`src/ohi_pkg.sv`:
```
package ohi_pkg;

	localparam int MAX_RECORDS = 1024;
	localparam int IDX_W = $clog2(MAX_RECORDS);
	localparam int CNT_W = IDX_W + 1;

	localparam logic [1:0] CMD_LOAD  = 2'd0;
	localparam logic [1:0] CMD_QUERY = 2'd1;
	localparam logic [1:0] CMD_CLEAR = 2'd2;

	// Every intermediate value is held within plus or minus this bound.
	localparam logic signed [63:0] LIM = 64'sh3FFF_FFFF_FFFF_FFFF;

	typedef struct packed {
		logic start;
		logic is_div;
		logic sh30;
	} ohi_op_t;

	function automatic logic signed [63:0] ohi_sadd(input logic signed [63:0] a,
			input logic signed [63:0] b);
		logic signed [64:0] s;
		logic signed [64:0] lim65;
		s = {a[63], a} + {b[63], b};
		lim65 = {LIM[63], LIM};
		if (s > lim65) begin
			return LIM;
		end else if (s < -lim65) begin
			return -LIM;
		end
		return s[63:0];
	endfunction

	function automatic logic signed [39:0] ohi_clamp40(input logic signed [63:0] v);
		if (v > 64'sh0000_007F_FFFF_FFFF) begin
			return 40'sh7F_FFFF_FFFF;
		end else if (v < -64'sh0000_0080_0000_0000) begin
			return 40'sh80_0000_0000;
		end
		return v[39:0];
	endfunction

	function automatic logic signed [63:0] ohi_sx40(input logic signed [39:0] v);
		return {{24{v[39]}}, v};
	endfunction

endpackage

```
`src/ohi_arith.sv`:
```
module ohi_arith (
	input  logic                 clk,
	input  logic                 arst_n,
	input  ohi_pkg::ohi_op_t     op,
	input  logic signed [63:0]   opa,
	input  logic signed [63:0]   opb,
	output logic signed [63:0]   res,
	output logic                 done
);
	import ohi_pkg::*;

	localparam logic [2:0] A_IDLE = 3'd0;
	localparam logic [2:0] A_MUL  = 3'd1;
	localparam logic [2:0] A_MFIN = 3'd2;
	localparam logic [2:0] A_DIV  = 3'd3;
	localparam logic [2:0] A_DFIN = 3'd4;

	logic [2:0]          st_q;
	logic [63:0]         ua_q, ub_q;
	logic                neg_q, sh30_q;
	logic [127:0]        acc_q;
	logic [2:0]          pcnt_q;
	logic [63:0]         pp_s1;
	logic [1:0]          ppsh_s1;
	logic                ppv_s1;
	logic [92:0]         dvd_q;
	logic [47:0]         den_q, rem_q;
	logic [61:0]         quo_q;
	logic                sat_q;
	logic [6:0]          dcnt_q;
	logic signed [63:0]  res_q;
	logic                done_q;

	logic [63:0]  mag_a, mag_b;
	logic [31:0]  a_half, b_half;
	logic [63:0]  pp_d;
	logic [127:0] rnd, shf;
	logic [63:0]  mm, dm;
	logic [48:0]  trial, diff;
	logic         ge;

	assign mag_a  = opa[63] ? 64'(-opa) : 64'(opa);
	assign mag_b  = opb[63] ? 64'(-opb) : 64'(opb);
	assign a_half = pcnt_q[1] ? ua_q[63:32] : ua_q[31:0];
	assign b_half = pcnt_q[0] ? ub_q[63:32] : ub_q[31:0];
	assign pp_d   = a_half * b_half;

	// Round half away from zero on the magnitude, then saturate.
	assign rnd = acc_q + (sh30_q ? 128'h2000_0000 : 128'h8000);
	assign shf = sh30_q ? (rnd >> 30) : (rnd >> 16);
	assign mm  = (|shf[127:62]) ? 64'(LIM) : {2'b00, shf[61:0]};
	assign dm  = sat_q ? 64'(LIM) : {2'b00, quo_q};

	assign trial = {rem_q, dvd_q[92]};
	assign diff  = trial - {1'b0, den_q};
	assign ge    = trial >= {1'b0, den_q};

	always_ff @(posedge clk or negedge arst_n) begin
		if (!arst_n) begin
			st_q   <= A_IDLE;
			done_q <= 1'b0;
			ppv_s1 <= 1'b0;
		end else begin
			done_q <= 1'b0;
			case (st_q)
				A_IDLE: begin
					if (op.start) begin
						st_q <= op.is_div ? A_DIV : A_MUL;
					end
				end
				A_MUL: begin
					ppv_s1 <= pcnt_q != 3'd4;
					if (pcnt_q == 3'd4) begin
						st_q <= A_MFIN;
					end
				end
				A_MFIN: begin
					st_q   <= A_IDLE;
					done_q <= 1'b1;
					ppv_s1 <= 1'b0;
				end
				A_DIV: begin
					if (dcnt_q == 7'd1) begin
						st_q <= A_DFIN;
					end
				end
				A_DFIN: begin
					st_q   <= A_IDLE;
					done_q <= 1'b1;
				end
				default: st_q <= A_IDLE;
			endcase
		end
	end

	always_ff @(posedge clk) begin
		case (st_q)
			A_IDLE: begin
				ua_q   <= mag_a;
				ub_q   <= mag_b;
				neg_q  <= op.is_div ? opa[63] : (opa[63] != opb[63]);
				sh30_q <= op.sh30;
				acc_q  <= '0;
				pcnt_q <= '0;
				// The dividend is left-aligned; the bit count sets the fraction width.
				dvd_q  <= {mag_a[62:0], 30'b0};
				den_q  <= opb[47:0];
				rem_q  <= '0;
				quo_q  <= '0;
				sat_q  <= 1'b0;
				dcnt_q <= op.sh30 ? 7'd93 : 7'd79;
			end
			A_MUL: begin
				if (pcnt_q != 3'd4) begin
					pp_s1   <= pp_d;
					ppsh_s1 <= 2'(pcnt_q[1]) + 2'(pcnt_q[0]);
					pcnt_q  <= pcnt_q + 3'd1;
				end
				if (ppv_s1) begin
					acc_q <= acc_q + (128'(pp_s1) << {ppsh_s1, 5'b0});
				end
			end
			A_MFIN: begin
				res_q <= neg_q ? -$signed(mm) : $signed(mm);
			end
			A_DIV: begin
				rem_q  <= ge ? diff[47:0] : trial[47:0];
				quo_q  <= {quo_q[60:0], ge};
				sat_q  <= sat_q | quo_q[61];
				dvd_q  <= dvd_q << 1;
				dcnt_q <= dcnt_q - 7'd1;
			end
			A_DFIN: begin
				res_q <= neg_q ? -$signed(dm) : $signed(dm);
			end
			default: ;
		endcase
	end

	assign res  = res_q;
	assign done = done_q;
endmodule

```
`config.mk`:
```
export PLATFORM = sky130hd
export DESIGN_NAME = ohi_arith
export DESIGN_NICKNAME = d
export VERILOG_FILES = /design/src/ohi_pkg.sv /design/src/ohi_arith.sv
export SDC_FILE = /design/constraint.sdc
export NUM_CORES = 2
export LEC_CHECK = 0
export BUFFER_PORTS_ARGS = -buffer_cell sky130_fd_sc_hd__clkbuf_2
export CAP_MARGIN = 15
export CORE_MARGIN = 2
export CORE_UTILIZATION = 30
export DETAILED_ROUTE_END_ITERATION = 10
export PLACE_DENSITY = 0.53
export SYNTH_ARGS = -nofsm -noshare
export SYNTH_HDL_FRONTEND = slang
export SYNTH_SLANG_ARGS = --single-unit
```
`constraint.sdc`:
```
create_clock -name clk -period 20.5 [get_ports clk]
set_input_delay 0 -clock clk [delete_from_list [all_inputs] [get_ports clk]]
set_output_delay 0 -clock clk [all_outputs]
set_load 0.005 [all_outputs]
```
==> results.json <==
{
  "fp.dieH_microns": 511,
  "outcome": "finished, final reports clean",
  "timing.final.crit_share_pct": 55.4,
  "clock_latency_ns": 0.72,
  "slew_violations": 0,
  "syn_avg_cell_area_sq_um": 9.01,
  "gp_congestion": 0.957,
  "critPathSlowestCell": "buf_4",
  "placed_area_sq_um": 81900,
  "clock.fmax_mhz": 88.0,
  "synth_fp_nets": 10032,
  "antenna_found_initial": 11,
  "cp.required_ns": 20.96,
  "cts.sinks": 624,
  "maxSlewHeadroom_pct": 21.8,
  "drcViolationCount": 0,
  "fin_worst_skew_ns": 0.0429,
  "numCtsBuffers": 77,
  "max_stage_delay_ns": 0.87,
  "final_cell_mix": "1204 x nor2_1, 1068 x inv_1, 898 x fa_1, 871 x nand2_1, 619 x edfxtp_1",
  "dp_slack_ns": 9.16,
  "async_flop_share_pct": 0.801,
  "drtAntennaViolNets": 0,
  "period_needed_ns": 11.36,
  "path_clk_slew_ns": 0.05,
  "hold_viol_final": 0,
  "grt_pass1_vias": 65100,
  "netlist_area_sq_um": 77100,
  "path_max_fanout": 61,
  "synth_edf_count": 619,
  "clockBufferDepth": 3,
  "initial_core_util_pct": 30.1,
  "postCtsSetupBuffers": 0,
  "dp.final_hpwl_mm": 219,
  "ys_seq_elements": 624,
  "rows": 186,
  "clockRootBuffer": "clkbuf_16",
  "design_area_sq_um": 86100,
  "post_drt_wl_per_cell_microns": 22.8,
  "grt_first_pass_wirelength_mm": 417,
  "design.core.area_sq_um": 256000,
  "ys.warnings.count": 0,
  "die-width_microns": 511,
  "htree_levels": 3,
  "portBuffers": 197,
  "vias_per_cell": 5.28,
  "fin_setup_tns_ns": 0,
  "grt_usage_pct": 20.9,
  "min_path_type": "input pin to flop",
  "synth_flop_cell": "edfxtp_1",
  "synthToLayoutAreaGrowth_pct": 11.7,
  "rsz0062_at_grt": "no",
  "grt-ovfl-total": 0,
  "crit_path_frequent_cell": "fa_1",
  "ys_seq_area_share_pct": 24.3,
  "drtIter0Drc": 6015,
  "wirelength_mm": 277,
  "worst_slew_pin_slew_ns": 1.15,
  "grt_max_degree": 148,
  "nets": 10174,
  "critPathKind": "flop to flop",
  "die_area_sq_um": 261000,
  "endpoint_kind": "flop",
  "syn-instance-count": 8553,
  "layout-drive-gt1-share_pct": 7.44,
  "vias": 64132,
  "final_common_cell": "nor2_1",
  "synth_cell_types": 102,
  "setup_slack_ns": 9.14,
  "dr.pass1.iters": 6,
  "setup_viol": 0,
  "cts_tree": "yes",
  "crit_arrival_ns": 11.82,
  "boundaryPins": 198,
  "cap_viol_max_count": 0,
  "crit_path_start_kind": "flop"
}
==> cells in the mapped netlist, types with 14 or more instances <==
cell type / number / area (sq um)
a211o_1: 18 / 158
a211oi_1: 53 / 398
a21boi_0: 20 / 150
a21o_1: 162 / 1220
a21oi_1: 395 / 1980
a221oi_1: 14 / 123
a22o_1: 32 / 280
a31oi_1: 49 / 307
and2_1: 120 / 751
and3_1: 56 / 350
and4_1: 22 / 193
buf_1: 29 / 109
clkbuf_1: 369 / 1390
edfxtp_1: 619 / 18600
fa_1: 898 / 18000
ha_1: 448 / 5610
inv_1: 1068 / 4010
mux2_2: 89 / 1000
mux2i_1: 140 / 1400
nand2_1: 873 / 3280
nand2b_1: 58 / 363
nand3_1: 142 / 711
nand4_1: 115 / 719
nor2_1: 1206 / 4530
nor2b_1: 71 / 444
nor3_1: 107 / 536
nor4_1: 55 / 344
o211ai_1: 31 / 233
o21a_1: 35 / 263
o21ai_0: 274 / 1370
o21bai_1: 47 / 353
o31ai_1: 73 / 548
o41ai_1: 21 / 184
or2_2: 31 / 194
or3_1: 68 / 425
or4_1: 47 / 353
xnor2_1: 338 / 2960
xor2_1: 131 / 1150
==> critical path: cells and delay by family, from the launching register on <==
kind	cells	cell delay, ns
compound gates	6	2.74
xor+xnor	1	0.13
fa+ha+maj	9	4.35
buf+inv	8	1.29
flops	1	0.71
mux	1	0.75
simple gates	7	1.13
==> worst paths after layout <==
kind	end	slack, ns	startpoint	cells after the start
max in group asynchronous	st_q[1]$_DFFE_PN0P_	19.86	arst_n	3
hold reg to reg	ppv_s1$_DFFE_PN0P_	0.52	ppv_s1$_DFFE_PN0P_	2
setup / recovery	pp_s1[62]$_DFFE_PP_	9.14	pcnt_q[0]$_SDFFCE_PN0P_	32
hold / removal	sh30_q$_DFFE_PP_	0.11	op[0]	2
setup reg to reg	pp_s1[62]$_DFFE_PP_	9.14	pcnt_q[0]$_SDFFCE_PN0P_	32
min in group asynchronous	done$_DFF_PN0_	0.28	arst_n	3
==> layer usage <==
| metal | track usage, % | up-vias | share of wire, % |
|---|---|---|---|
| met5 | 0 | - | 0.012 |
| met4 | 9.34 | 4 | 5.2 |
| met3 | 3.32 | 574 | 6.6 |
| met2 | 34.4 | 2514 | 47 |
| met1 | 26.9 | 32124 | 42 |
| li1 | - | 28916 | - |
==> final cells by class <==
type | instances | area [sq um]
repair buffers | 479 | 3580
well taps | 3384 | 4230
inverters | 1069 | 4010
fillers | 26288 | 170000
clock inverters | 43 | 510
clock buffers | 92 | 1980
diodes | 8 | 20.0
multi-input cells | 6444 | 53100
flip-flops and latches | 624 | 18700
==> logic make-up (layout without fill, tap and decap cells) <==
logic type / Yosys count / in the layout / synth area share (%)
XOR/XNOR: 469 / 469 / 5.33
multiplexers: 229 / 229 / 3.12
AO/OA/AOI/OAI: 1368 / 1368 / 11.5
flip-flops: 624 / 624 / 24.3
buffers and inverters: 1485 / 1683 / 7.31
other: 0 / 8 / 0
AND/OR/NAND/NOR: 3032 / 3032 / 17.9
adder cells (fa/ha/maj): 1346 / 1346 / 30.6
==> sequential cells by signal (all words and copies together), names as in the netlist <==
| register | cells |
|---|---|
| den_q | 47 |
| ua_q | 64 |
| sat_q | 1 |
| done | 1 |
| ub_q | 64 |
| pp_s1 | 64 |
| neg_q | 1 |
| sh30_q | 1 |
| ppsh_s1 | 2 |
| pcnt_q | 3 |
| dvd_q | 63 |
| dcnt_q | 7 |
| quo_q | 62 |
| res | 64 |
| ppv_s1 | 1 |
| rem_q | 48 |
| st_q | 3 |
| acc_q | 128 |
==> through the flow <==
step | utilization, % | instances | hold WS (ns)
2_1_floorplan | - | 8553 | -0.296
3_3_place_gp | 31.9 | 11824 | -0.130
3_5_place_dp | 32.0 | 11825 | -0.126
4_1_cts | 33.6 | 12134 | 0.0394
5_1_grt | 33.6 | 12138 | 0.0791
6_report | 33.6 | 12143 | 0.105
==> timing repair <==
item / in CTS / in global routing
hold buffers: 174 / 0
gates resized for setup: 0 / 0
hold endpoints to repair: 249 / 0
Power is not shown: default switching activity piles up to over one toggle a cycle in this logic, so the estimate is an artifact.
